### config.mk
export PLATFORM = sky130hd
export DESIGN_NAME = centroid_tracker_line_counter
export DESIGN_NICKNAME = d
export VERILOG_FILES = /design/src/rtl/ctlc_pkg.sv /design/src/rtl/ctlc_mac.sv /design/src/rtl/centroid_tracker_line_counter.sv
export VERILOG_INCLUDE_DIRS = /design/src /design/src/rtl
export SDC_FILE = /design/constraint.sdc
export NUM_CORES = 2
export LEC_CHECK = 0
export ABC_AREA = 1
export BUFFER_PORTS_ARGS = -buffer_cell sky130_fd_sc_hd__buf_2
export CORE_ASPECT_RATIO = 0.7
export CORE_MARGIN = 1
export CORE_UTILIZATION = 63
export DETAILED_ROUTE_END_ITERATION = 7
export GPL_ROUTABILITY_DRIVEN = 0
export PLACE_DENSITY_LB_ADDON = 0.15
export SETUP_SLACK_MARGIN = 0.15
export SLEW_MARGIN = 15
export SYNTH_ARGS = -nofsm -noshare
export SYNTH_HDL_FRONTEND = slang
export SYNTH_SLANG_ARGS = --single-unit
export TNS_END_PERCENT = 100
### constraint.sdc
create_clock -name clock -period 13 [get_ports clock]
set_input_delay 1.95 -clock clock [delete_from_list [all_inputs] [get_ports clock]]
set_output_delay 1.95 -clock clock [all_outputs]
set_load 0.02 [all_outputs]
### src/rtl/centroid_tracker_line_counter_defines.svh
// Assertion macros for the centroid tracker line counter.
// Included by modules that carry concurrent checks; no other dependencies.
`ifndef CENTROID_TRACKER_LINE_COUNTER_DEFINES_SVH
`define CENTROID_TRACKER_LINE_COUNTER_DEFINES_SVH
// implication check, disabled during reset
`define CTLC_ASSERT_IMP(label, clk, rst, ante, cons) \
   label: assert property (@(posedge clk) disable iff (rst) (ante) |-> (cons)) \
      else $error("check failed");
// next-cycle implication check, disabled during reset
`define CTLC_ASSERT_NXT(label, clk, rst, ante, cons) \
   label: assert property (@(posedge clk) disable iff (rst) (ante) |=> (cons)) \
      else $error("check failed");
`endif

### src/rtl/ctlc_pkg.sv
// Shared types and constants for the centroid tracker line counter.
// No dependencies.
package ctlc_pkg;
   localparam int CoordW = 12;
   localparam int CentW  = 13;
   localparam int IdW    = 16;
   localparam int RadW   = 26;
   localparam int TotW   = 32;
   localparam int KeptW  = 6;
   localparam int CsrIdxW = 3;
   localparam int CsrDataW = 26;

   localparam logic [CsrIdxW-1:0] CSR_LINE_SX = 3'd0;
   localparam logic [CsrIdxW-1:0] CSR_LINE_SY = 3'd1;
   localparam logic [CsrIdxW-1:0] CSR_LINE_EX = 3'd2;
   localparam logic [CsrIdxW-1:0] CSR_LINE_EY = 3'd3;
   localparam logic [CsrIdxW-1:0] CSR_RADIUS  = 3'd4;

   typedef struct packed {
      logic              operation;
      logic [CoordW-1:0] box_x;
      logic [CoordW-1:0] box_y;
      logic [CoordW-1:0] box_w;
      logic [CoordW-1:0] box_h;
   } req_type;

   typedef struct packed {
      logic             frame_done;
      logic [IdW-1:0]   track_id;
      logic             new_track;
      logic             crossed_now;
      logic             dropped;
      logic [TotW-1:0]  total_crossings;
      logic [KeptW-1:0] tracks_kept;
   } rsp_type;

   typedef struct packed {
      logic [IdW-1:0]  id;
      logic [CentW-1:0] cx;
      logic [CentW-1:0] cy;
      logic             counted;
   } track_type;

   typedef enum logic [3:0] {
      ST_IDLE, ST_COPY, ST_READ, ST_SCAN, ST_X0, ST_X1, ST_X2, ST_X3, ST_X4,
      ST_X5, ST_X6, ST_FIN, ST_OUT
   } state_type;

   // multiply-accumulate ops for the shared unit
   typedef enum logic [1:0] {
      MAC_LOAD, MAC_ADD, MAC_SUB
   } mac_op_type;

   typedef struct packed {
      logic       en;
      mac_op_type op;
      logic signed [13:0] a;
      logic signed [13:0] b;
   } mac_ctl_type;
endpackage

### src/rtl/ctlc_mac.sv
// Shared signed multiply-accumulate unit used for distances and cross products.
// Depends on ctlc_pkg.
module ctlc_mac (
   input  logic                  clock,
   input  ctlc_pkg::mac_ctl_type ctl,
   output logic signed [29:0]    acc
);
   logic signed [29:0] acc_ff, acc_in, prod;

   assign prod = 30'(ctl.a * ctl.b);

   always_comb begin
      acc_in = acc_ff;
      if (ctl.en) begin
         unique case (ctl.op)
            ctlc_pkg::MAC_LOAD: acc_in = prod;
            ctlc_pkg::MAC_ADD:  acc_in = acc_ff + prod;
            ctlc_pkg::MAC_SUB:  acc_in = acc_ff - prod;
            default:            acc_in = prod;
         endcase
      end
   end

   always_ff @(posedge clock) begin
      acc_ff <= acc_in;
   end

   assign acc = acc_ff;
endmodule

### src/rtl/centroid_tracker_line_counter.sv
// Centroid tracker with line-crossing counter, top level.
// Detection: stored tracks are compared one by one; the first within the radius gets the crossing test.
// End of frame: entries are copied one by one from the new table to the old one.
// One item at a time; a new input is stalled until the result has been taken.
// Synchronous active-high reset clears counts, ids and total and loads config defaults; tables are
// not cleared (entries beyond the counts are never read).
`include "centroid_tracker_line_counter_defines.svh"
module centroid_tracker_line_counter #(
   parameter int MAX_TRACKS = 32
) (
   input  logic                             clock,
   input  logic                             reset,
   input  logic                             req_valid,
   output logic                             req_stall,
   input  ctlc_pkg::req_type                req_data,
   output logic                             rsp_valid,
   input  logic                             rsp_stall,
   output ctlc_pkg::rsp_type                rsp_data,
   input  logic                             csr_write,
   input  logic [ctlc_pkg::CsrIdxW-1:0]     csr_index,
   input  logic [ctlc_pkg::CsrDataW-1:0]    csr_wdata
);
   localparam int AW = (MAX_TRACKS > 1) ? $clog2(MAX_TRACKS) : 1;
   localparam int CW = $clog2(MAX_TRACKS + 1);

   ctlc_pkg::state_type state_ff, state_in;
   ctlc_pkg::track_type old_mem [MAX_TRACKS];
   ctlc_pkg::track_type new_mem [MAX_TRACKS];
   ctlc_pkg::track_type old_rd_ff, new_rd_ff;

   logic [CW-1:0] old_cnt_ff, old_cnt_in, new_cnt_ff, new_cnt_in;
   logic [CW-1:0] idx_ff, idx_in;
   logic [ctlc_pkg::IdW-1:0] nid_ff, nid_in;
   logic [ctlc_pkg::TotW-1:0] tot_ff, tot_in;
   logic [11:0] lsx_ff, lsy_ff, lex_ff, ley_ff;
   logic [ctlc_pkg::RadW-1:0] rad_ff;
   logic [ctlc_pkg::CentW-1:0] cx_ff, cx_in, cy_ff, cy_in;
   logic signed [29:0] den_ff, den_in, tn_ff, tn_in;
   ctlc_pkg::rsp_type rsp_ff, rsp_in;
   logic rsp_valid_ff, rsp_valid_in;

   ctlc_pkg::mac_ctl_type mac;
   logic signed [29:0] acc;

   logic old_we, new_we;
   logic [AW-1:0] old_wa, new_wa, old_ra, new_ra;
   ctlc_pkg::track_type old_wd, new_wd, upd;
   logic signed [13:0] ax1, ay1, ax2, ay2, bx1, by1, bx2, by2;
   logic tn_ok, un_ok;

   ctlc_mac u_mac (.clock(clock), .ctl(mac), .acc(acc));

   always_ff @(posedge clock) begin
      if (old_we) old_mem[old_wa] <= old_wd;
      if (new_we) new_mem[new_wa] <= new_wd;
      old_rd_ff <= old_mem[old_ra];
      new_rd_ff <= new_mem[new_ra];
   end

   always_ff @(posedge clock) begin
      if (reset) begin
         lsx_ff <= 12'd0;
         lsy_ff <= 12'd400;
         lex_ff <= 12'd900;
         ley_ff <= 12'd400;
         rad_ff <= 26'd6400;
      end else if (csr_write) begin
         unique case (csr_index)
            ctlc_pkg::CSR_LINE_SX: lsx_ff <= csr_wdata[11:0];
            ctlc_pkg::CSR_LINE_SY: lsy_ff <= csr_wdata[11:0];
            ctlc_pkg::CSR_LINE_EX: lex_ff <= csr_wdata[11:0];
            ctlc_pkg::CSR_LINE_EY: ley_ff <= csr_wdata[11:0];
            ctlc_pkg::CSR_RADIUS:  rad_ff <= csr_wdata;
            default: ;
         endcase
      end
   end

   always_ff @(posedge clock) begin
      if (reset) begin
         state_ff     <= ctlc_pkg::ST_IDLE;
         old_cnt_ff   <= '0;
         new_cnt_ff   <= '0;
         nid_ff       <= '0;
         tot_ff       <= '0;
         rsp_valid_ff <= 1'b0;
      end else begin
         state_ff     <= state_in;
         old_cnt_ff   <= old_cnt_in;
         new_cnt_ff   <= new_cnt_in;
         nid_ff       <= nid_in;
         tot_ff       <= tot_in;
         rsp_valid_ff <= rsp_valid_in;
      end
   end

   always_ff @(posedge clock) begin
      idx_ff <= idx_in;
      cx_ff  <= cx_in;
      cy_ff  <= cy_in;
      den_ff <= den_in;
      tn_ff  <= tn_in;
      rsp_ff <= rsp_in;
   end

   // segment a = previous -> current centre, b = counting line
   assign ax1 = 14'(old_rd_ff.cx);
   assign ay1 = 14'(old_rd_ff.cy);
   assign ax2 = 14'(cx_ff);
   assign ay2 = 14'(cy_ff);
   assign bx1 = 14'(lsx_ff);
   assign by1 = 14'(lsy_ff);
   assign bx2 = 14'(lex_ff);
   assign by2 = 14'(ley_ff);

   assign tn_ok = (den_ff > 0) ? (tn_ff >= 0 && tn_ff <= den_ff)
                               : (tn_ff <= 0 && tn_ff >= den_ff);
   assign un_ok = (den_ff > 0) ? (acc >= 0 && acc <= den_ff)
                               : (acc <= 0 && acc >= den_ff);

   assign req_stall = (state_ff != ctlc_pkg::ST_IDLE) || rsp_valid_ff;
   assign rsp_valid = rsp_valid_ff;
   assign rsp_data  = rsp_ff;

   function automatic logic [ctlc_pkg::KeptW-1:0] KeptWidth(input logic [CW-1:0] n);
      logic [CW+ctlc_pkg::KeptW-1:0] w;
      w = (CW+ctlc_pkg::KeptW)'(n);
      return w[ctlc_pkg::KeptW-1:0];
   endfunction

   always_comb begin
      state_in     = state_ff;
      old_cnt_in   = old_cnt_ff;
      new_cnt_in   = new_cnt_ff;
      nid_in       = nid_ff;
      tot_in       = tot_ff;
      idx_in       = idx_ff;
      cx_in        = cx_ff;
      cy_in        = cy_ff;
      den_in       = den_ff;
      tn_in        = tn_ff;
      rsp_in       = rsp_ff;
      rsp_valid_in = rsp_valid_ff && rsp_stall;
      mac          = '{en: 1'b0, op: ctlc_pkg::MAC_LOAD, a: '0, b: '0};
      old_we = 1'b0;
      new_we = 1'b0;
      old_wa = idx_ff[AW-1:0];
      new_wa = new_cnt_ff[AW-1:0];
      old_wd = new_rd_ff;
      upd    = old_rd_ff;
      upd.cx = cx_ff;
      upd.cy = cy_ff;
      new_wd = upd;
      old_ra = idx_ff[AW-1:0];
      new_ra = idx_ff[AW-1:0];

      unique case (state_ff)
         ctlc_pkg::ST_IDLE: begin
            if (req_valid && !req_stall) begin
               idx_in = '0;
               rsp_in = '0;
               cx_in  = 13'(req_data.box_x) + 13'(req_data.box_w[11:1]);
               cy_in  = 13'(req_data.box_y) + 13'(req_data.box_h[11:1]);
               state_in = req_data.operation ? ctlc_pkg::ST_COPY : ctlc_pkg::ST_READ;
            end
         end
         ctlc_pkg::ST_COPY: begin
            // new_rd_ff holds entry idx-1 read last cycle
            if (idx_ff != '0) begin
               old_we = 1'b1;
               old_wa = AW'(idx_ff - 1'b1);
            end
            if (idx_ff == new_cnt_ff) begin
               old_cnt_in = new_cnt_ff;
               new_cnt_in = '0;
               rsp_in.frame_done  = 1'b1;
               rsp_in.total_crossings = tot_ff;
               rsp_in.tracks_kept = KeptWidth(new_cnt_ff);
               state_in = ctlc_pkg::ST_OUT;
            end else begin
               idx_in = idx_ff + 1'b1;
            end
         end
         ctlc_pkg::ST_READ: begin
            if (idx_ff == old_cnt_ff) begin
               // no match: new track, or dropped when the new table is full
               rsp_in.track_id = nid_ff;
               if (new_cnt_ff < CW'(MAX_TRACKS)) begin
                  new_we = 1'b1;
                  new_wd = '{id: nid_ff, cx: cx_ff, cy: cy_ff, counted: 1'b0};
                  new_cnt_in = new_cnt_ff + 1'b1;
                  nid_in = nid_ff + 1'b1;
                  rsp_in.new_track = 1'b1;
                  rsp_in.tracks_kept = KeptWidth(new_cnt_ff + 1'b1);
               end else begin
                  rsp_in.dropped = 1'b1;
                  rsp_in.tracks_kept = KeptWidth(new_cnt_ff);
               end
               rsp_in.total_crossings = tot_ff;
               state_in = ctlc_pkg::ST_OUT;
            end else begin
               state_in = ctlc_pkg::ST_SCAN;
            end
         end
         ctlc_pkg::ST_SCAN: begin
            // accumulate dx*dx this cycle; dy*dy in X0
            mac = '{en: 1'b1, op: ctlc_pkg::MAC_LOAD,
                    a: ax1 - ax2, b: ax1 - ax2};
            state_in = ctlc_pkg::ST_X0;
         end
         ctlc_pkg::ST_X0: begin
            mac = '{en: 1'b1, op: ctlc_pkg::MAC_ADD, a: ay1 - ay2, b: ay1 - ay2};
            state_in = ctlc_pkg::ST_X1;
         end
         ctlc_pkg::ST_X1: begin
            if ({1'b0, acc} < {5'd0, rad_ff}) begin
               mac = '{en: 1'b1, op: ctlc_pkg::MAC_LOAD, a: ax1 - ax2, b: by1 - by2};
               state_in = ctlc_pkg::ST_X2;
            end else begin
               idx_in = idx_ff + 1'b1;
               state_in = ctlc_pkg::ST_READ;
            end
         end
         ctlc_pkg::ST_X2: begin
            mac = '{en: 1'b1, op: ctlc_pkg::MAC_SUB, a: ay1 - ay2, b: bx1 - bx2};
            state_in = ctlc_pkg::ST_X3;
         end
         ctlc_pkg::ST_X3: begin
            den_in = acc;
            mac = '{en: 1'b1, op: ctlc_pkg::MAC_LOAD, a: ax1 - bx1, b: by1 - by2};
            state_in = ctlc_pkg::ST_X4;
         end
         ctlc_pkg::ST_X4: begin
            mac = '{en: 1'b1, op: ctlc_pkg::MAC_SUB, a: ay1 - by1, b: bx1 - bx2};
            state_in = ctlc_pkg::ST_X5;
         end
         ctlc_pkg::ST_X5: begin
            tn_in = acc;
            mac = '{en: 1'b1, op: ctlc_pkg::MAC_LOAD, a: ax1 - bx1, b: ay1 - ay2};
            state_in = ctlc_pkg::ST_X6;
         end
         ctlc_pkg::ST_X6: begin
            mac = '{en: 1'b1, op: ctlc_pkg::MAC_SUB, a: ay1 - by1, b: ax1 - ax2};
            state_in = ctlc_pkg::ST_FIN;
         end
         ctlc_pkg::ST_FIN: begin
            if (!old_rd_ff.counted && den_ff != '0 && tn_ok && un_ok) begin
               upd.counted = 1'b1;
               rsp_in.crossed_now = 1'b1;
               if (tot_ff != '1) tot_in = tot_ff + 1'b1;
            end
            old_we = 1'b1;
            old_wd = upd;
            new_wd = upd;
            rsp_in.track_id = old_rd_ff.id;
            if (new_cnt_ff < CW'(MAX_TRACKS)) begin
               new_we = 1'b1;
               new_cnt_in = new_cnt_ff + 1'b1;
               rsp_in.tracks_kept = KeptWidth(new_cnt_ff + 1'b1);
            end else begin
               rsp_in.dropped = 1'b1;
               rsp_in.tracks_kept = KeptWidth(new_cnt_ff);
            end
            rsp_in.total_crossings = tot_in;
            state_in = ctlc_pkg::ST_OUT;
         end
         ctlc_pkg::ST_OUT: begin
            rsp_valid_in = 1'b1;
            state_in = ctlc_pkg::ST_IDLE;
         end
         default: state_in = ctlc_pkg::ST_IDLE;
      endcase
   end

   `CTLC_ASSERT_IMP(a_new_bound, clock, reset, 1'b1, new_cnt_ff <= CW'(MAX_TRACKS))
   `CTLC_ASSERT_IMP(a_old_bound, clock, reset, 1'b1, old_cnt_ff <= CW'(MAX_TRACKS))
   `CTLC_ASSERT_IMP(a_stall_busy, clock, reset, state_ff != ctlc_pkg::ST_IDLE, req_stall)
   `CTLC_ASSERT_NXT(a_out_valid, clock, reset, state_ff == ctlc_pkg::ST_OUT, rsp_valid)
   `CTLC_ASSERT_NXT(a_tot_mono, clock, reset, 1'b1, tot_ff >= $past(tot_ff))
endmodule
==> impl_results.html <==
<table>
<tr><th>Metric</th><th>Value</th></tr>
<tr><th colspan="2">CTS</th></tr>
<tr><td>Cts hold-fix bufs</td><td>0</td></tr>
<tr><td>Worst-skew pair later-pin latency</td><td>0.87 ns</td></tr>
<tr><td>Clock tree from TritonCTS</td><td>built</td></tr>
<tr><td>Number of levels the H-tree was split into</td><td>5</td></tr>
<tr><td>Clock Tree Root</td><td>clkbuf_16</td></tr>
<tr><td>Number of buffers inserted during clock tree synthesis</td><td>293</td></tr>
<tr><td>CTS sink cnt</td><td>3157</td></tr>
<tr><td>Post-CTS setup buffers</td><td>0</td></tr>
<tr><td>Post-CTS clock slew at the launch and capture registers of the worst setup and hold paths</td><td>0.06 ns</td></tr>
<tr><td>Longest Clk Path Bufs</td><td>4</td></tr>
<tr><td>Number of gates resized after CTS</td><td>0</td></tr>
<tr><th colspan="2">Run status</th></tr>
<tr><td>Failing checks</td><td>DRC</td></tr>
<tr><td>Run status</td><td>complete, but fails checks</td></tr>
<tr><th colspan="2">Floorplanning</th></tr>
<tr><td>Core Region</td><td>0.2200 mm2</td></tr>
<tr><td># IOs</td><td>143</td></tr>
<tr><td>Overall die width</td><td>564.4 um</td></tr>
<tr><td>Initial core utilization</td><td>63.40%</td></tr>
<tr><td>Total die area</td><td>0.2233 mm2</td></tr>
<tr><td>Die height</td><td>395.7 um</td></tr>
<tr><td>Row cnt</td><td>144</td></tr>
<tr><th colspan="2">GRT</th></tr>
<tr><td>Maximum number of pins on one net before global-route repair</td><td>219</td></tr>
<tr><td>Antenna violations before repair</td><td>11</td></tr>
<tr><td>Met2 demand-to-capacity share in global routing</td><td>50.58%</td></tr>
<tr><td>Busiest layer in global routing</td><td>met1</td></tr>
<tr><td>Vias in the first global route</td><td>91535</td></tr>
<tr><td>Global-route met1 utilization</td><td>52.57%</td></tr>
<tr><td>Met3 layer usage reported by global route</td><td>7.978%</td></tr>
<tr><td>Global-route usage over all layers</td><td>35.05%</td></tr>
<tr><td>Global-route wire length before repair</td><td>579600 um</td></tr>
<tr><td>Total gr overflow</td><td>0</td></tr>
<tr><th colspan="2">Detailed routing</th></tr>
<tr><td>Number of search-and-repair iterations in the first detailed-routing pass</td><td>8</td></tr>
<tr><td>Initial DRC count</td><td>16653</td></tr>
<tr><td>Post-route antenna net violation count</td><td>0</td></tr>
<tr><td>Final routed wirelength across all metal layers</td><td>399100 um</td></tr>
<tr><td>Count of unresolved DRC violations after routing</td><td>4</td></tr>
<tr><td>Vias per cell</td><td>6.552</td></tr>
<tr><td>Total via count after detailed routing</td><td>98885</td></tr>
<tr><td>Average detailed-routed wire length per instance</td><td>26.44 um</td></tr>
<tr><th colspan="2">STA</th></tr>
<tr><td>Ratio of final minimum period to clock period</td><td>92.11%</td></tr>
<tr><td>Hold_ws</td><td>0.4640 ns</td></tr>
<tr><td>Worst Max-Slew Pin Slew</td><td>1.248 ns</td></tr>
<tr><td>Aggregate negative setup slack</td><td>0 ns</td></tr>
<tr><td>Normalized max-slew margin</td><td>16.82%</td></tr>
<tr><td>RSZ-0062 raised after global routing</td><td>false</td></tr>
<tr><td>Post-layout minimum cycle time</td><td>11.97 ns</td></tr>
<tr><td>Pins Over Slew Limit</td><td>0</td></tr>
<tr><td>Final number of setup-violating endpoints</td><td>0</td></tr>
<tr><td>Hold Violations, Final</td><td>0</td></tr>
<tr><td>F_max</td><td>83.51 MHz</td></tr>
<tr><td>Final worst clock skew</td><td>0.06098 ns</td></tr>
<tr><th colspan="2">Synthesis</th></tr>
<tr><td>Cell with the most instances after synthesis</td><td>edfxtp_1</td></tr>
<tr><td>Count of different cell masters after synthesis</td><td>72</td></tr>
<tr><td>Cell accounting for the most synthesized area</td><td>edfxtp_1</td></tr>
<tr><td>Synth async-reset ratio</td><td>0%</td></tr>
<tr><td>Dominant register cell in the synthesized netlist</td><td>edfxtp_1</td></tr>
<tr><td>Synth cell count leaders</td><td>2932 x edfxtp_1, 1716 x nor2_1, 1694 x o21ai_0</td></tr>
<tr><td>Synthesized flop and latch total</td><td>3157</td></tr>
<tr><td>Sequential area share after synthesis</td><td>66.36%</td></tr>
<tr><td>Largest cells by area after synthesis</td><td>edfxtp_1 63%, o21ai_0 6.1%, nor2_1 4.6%, nand2_1 3.3%, dfxtp_1 3.2%</td></tr>
<tr><td>Number of enable flip-flop cells after synthesis</td><td>2932</td></tr>
<tr><td>YS warnings</td><td>0</td></tr>
<tr><td>Mean instance size in the synthesized netlist</td><td>11.64 um2</td></tr>
<tr><td>Netlist area before placement</td><td>0.1395 mm2</td></tr>
<tr><td>Instance count of the mapped netlist</td><td>11980</td></tr>
<tr><td>Mapped Nets</td><td>12555</td></tr>
<tr><td>Post-synth top area share</td><td>63.13%</td></tr>
<tr><th colspan="2">Setup path</th></tr>
<tr><td>CP Data Arrival Time</td><td>12.59 ns</td></tr>
<tr><td>Max FO, Critical Path</td><td>16</td></tr>
<tr><td>Launching element type of the critical path</td><td>register</td></tr>
<tr><td>Highest cell delay on the worst timing path</td><td>0.83 ns</td></tr>
<tr><td>Critical path endpoint category</td><td>register</td></tr>
<tr><td>Kind of critical path</td><td>reg -&gt; reg</td></tr>
<tr><td>CP max-delay cell</td><td>fa_1</td></tr>
<tr><td>Crit path required time</td><td>13.61 ns</td></tr>
<tr><td>Most repeated library cell on the critical path</td><td>nand2_1</td></tr>
<tr><th colspan="2">Placed design</th></tr>
<tr><td>I/O Buffers</td><td>140</td></tr>
<tr><td>Post-DP HPWL</td><td>220700 um</td></tr>
<tr><th colspan="2">Power</th></tr>
<tr><td>Static leakage power</td><td>54.37 nW</td></tr>
<tr><td>Net switching share of the total power</td><td>41.19%</td></tr>
<tr><td>Combinational group share of total power</td><td>42.8%</td></tr>
<tr><td>Post-layout power</td><td>38.65 mW</td></tr>
<tr><td>Proportion of power drawn by flip-flops and latches</td><td>34.9%</td></tr>
<tr><td>Maximum vdd ir drop</td><td>0.4361 mV</td></tr>
<tr><td>Power spent charging and discharging nets</td><td>15.92 mW</td></tr>
<tr><td>Total power divided by cell area</td><td>252.7 mW/mm2</td></tr>
<tr><td>Relative contribution of the clock network to total power</td><td>22.2%</td></tr>
<tr><td>P_int</td><td>22.73 mW</td></tr>
<tr><th colspan="2">Layout</th></tr>
<tr><td>Area delta synth-&gt;final</td><td>9.668%</td></tr>
<tr><td>Fraction of layout instances using a drive strength above 1</td><td>7.702%</td></tr>
<tr><td># fillers</td><td>15089</td></tr>
<tr><td>Final #Nets</td><td>12517</td></tr>
<tr><th colspan="2">Min path</th></tr>
<tr><td>Path class of the lowest-slack min-delay path</td><td>reg -&gt; reg</td></tr>
<tr><th colspan="2">Run</th></tr>
<tr><td>Max-capacitance violation count</td><td>0</td></tr>
</table>
[cell usage in the layout, fill, tap and decap left out, drive strengths merged, types with 3 or more instances in the layout]
master and instances:
a22o 84, a22oi 8, o21ai 1717, o22ai 714
nand4 86, clkinvlp 10, a21oi 438, a211oi 91
nor4 27, nand2 1234, bufinv 28, a31oi 9
xnor2 19, nand3 279, o21a 13, fa 205
o221ai 3, buf 325, inv 854, a21boi 5
o21bai 11, clkbuf 388, a21o 11, nor3 78
nor2 1734, a221oi 85, ha 287, and2 7
or2 30, nand3b 6, xor2 93, dfxtp 225
diode 8, edfxtp 2932, o2111ai 9, o211ai 21
clkinv 86
[flip-flops by register name, indices dropped and copies added, names as in the netlist, 13 cells and up]
signal,cells
new_mem,1376
old_mem,1376
rsp_data,58
new_rd_ff,43
tot_ff,32
den_ff,30
tn_ff,30
u_mac.acc,30
rad_ff,26
old_rd_ff,17
nid_ff,16
ax1,13
ay1,13
cx_ff,13
cy_ff,13
[power groups by stage]
stage | registers (mW) | logic (mW) | clock network (mW)
floorplan | 13.7 | 10.9 | 0
global placement | 13.7 | 15.4 | 0
detailed placement | 13.7 | 15.9 | 0
CTS | 13.5 | 16.0 | 8.61
global route | 13.5 | 17.9 | 9.00
finish | 13.5 | 16.5 | 8.60
[kinds of logic after synthesis]
logic type               count (synthesis)  share of synthesized area (%)
AND/OR/NAND/NOR                       3484                          10.20
buffers and inverters                 1506                          4.149
flip-flops                            3157                          66.36
AO/OA/AOI/OAI                         3229                          13.06
XOR/XNOR                               112                         0.7222
adder cells (fa/ha/maj)                492                          5.517
[metal layers]
| layer | wire [um] | up-vias | part of all wire (%) |
|---|---|---|---|
| met5 | 27 | - | 0.0068 |
| met4 | 15290 | 4 | 3.8 |
| met3 | 56830 | 899 | 14 |
| met2 | 171200 | 6918 | 43 |
| met1 | 155700 | 48031 | 39 |
| li1 | - | 43033 | - |
[worst paths after layout]
kind / start / end / depth (start not counted) / slack (ns)
hold reg to reg: rad_ff[21] / rad_ff[21] / 2 / 0.46
setup reg to reg: u_mac.acc[21] / u_mac.acc[29] / 49 / 1.03
setup / recovery: u_mac.acc[21] / u_mac.acc[29] / 49 / 1.03
hold / removal: rad_ff[21] / rad_ff[21] / 2 / 0.46
[cell type report]
type                    instances  area (um2)  area share, %
diodes                          8       20.02        0.01309
clock buffers                 387        7975          5.214
clock inverters               131        1441         0.9423
inverters                     847        3226          2.109
multi-input cells            7317       41860          27.36
flip-flops and latches       3157       92550          60.51
well taps                    2920        3654          2.389
repair buffers                326        2240          1.464
[critical path: cells and delay by family (launching register included)]
family	cells	cell delay (ns)
compound gates	2	0.31
xor+xnor	1	0.22
fa+ha+maj	9	4.52
buf+inv	7	1.04
flops	1	0.56
simple gates	30	5.01
[through the flow]
step           setup slack (ns)  area (um2)  utilization, %  std cells
6_report                  1.026      153000           69.53      15093
5_1_grt                  0.2750      152900           69.52      15088
4_1_cts                   1.123      152800           69.46      15081
3_5_place_dp              1.161      143400           65.18      14563
3_3_place_gp              1.300      143400           65.18      14563
2_1_floorplan             3.638      139500               -      11980
(Power assumes the default switching activity.)
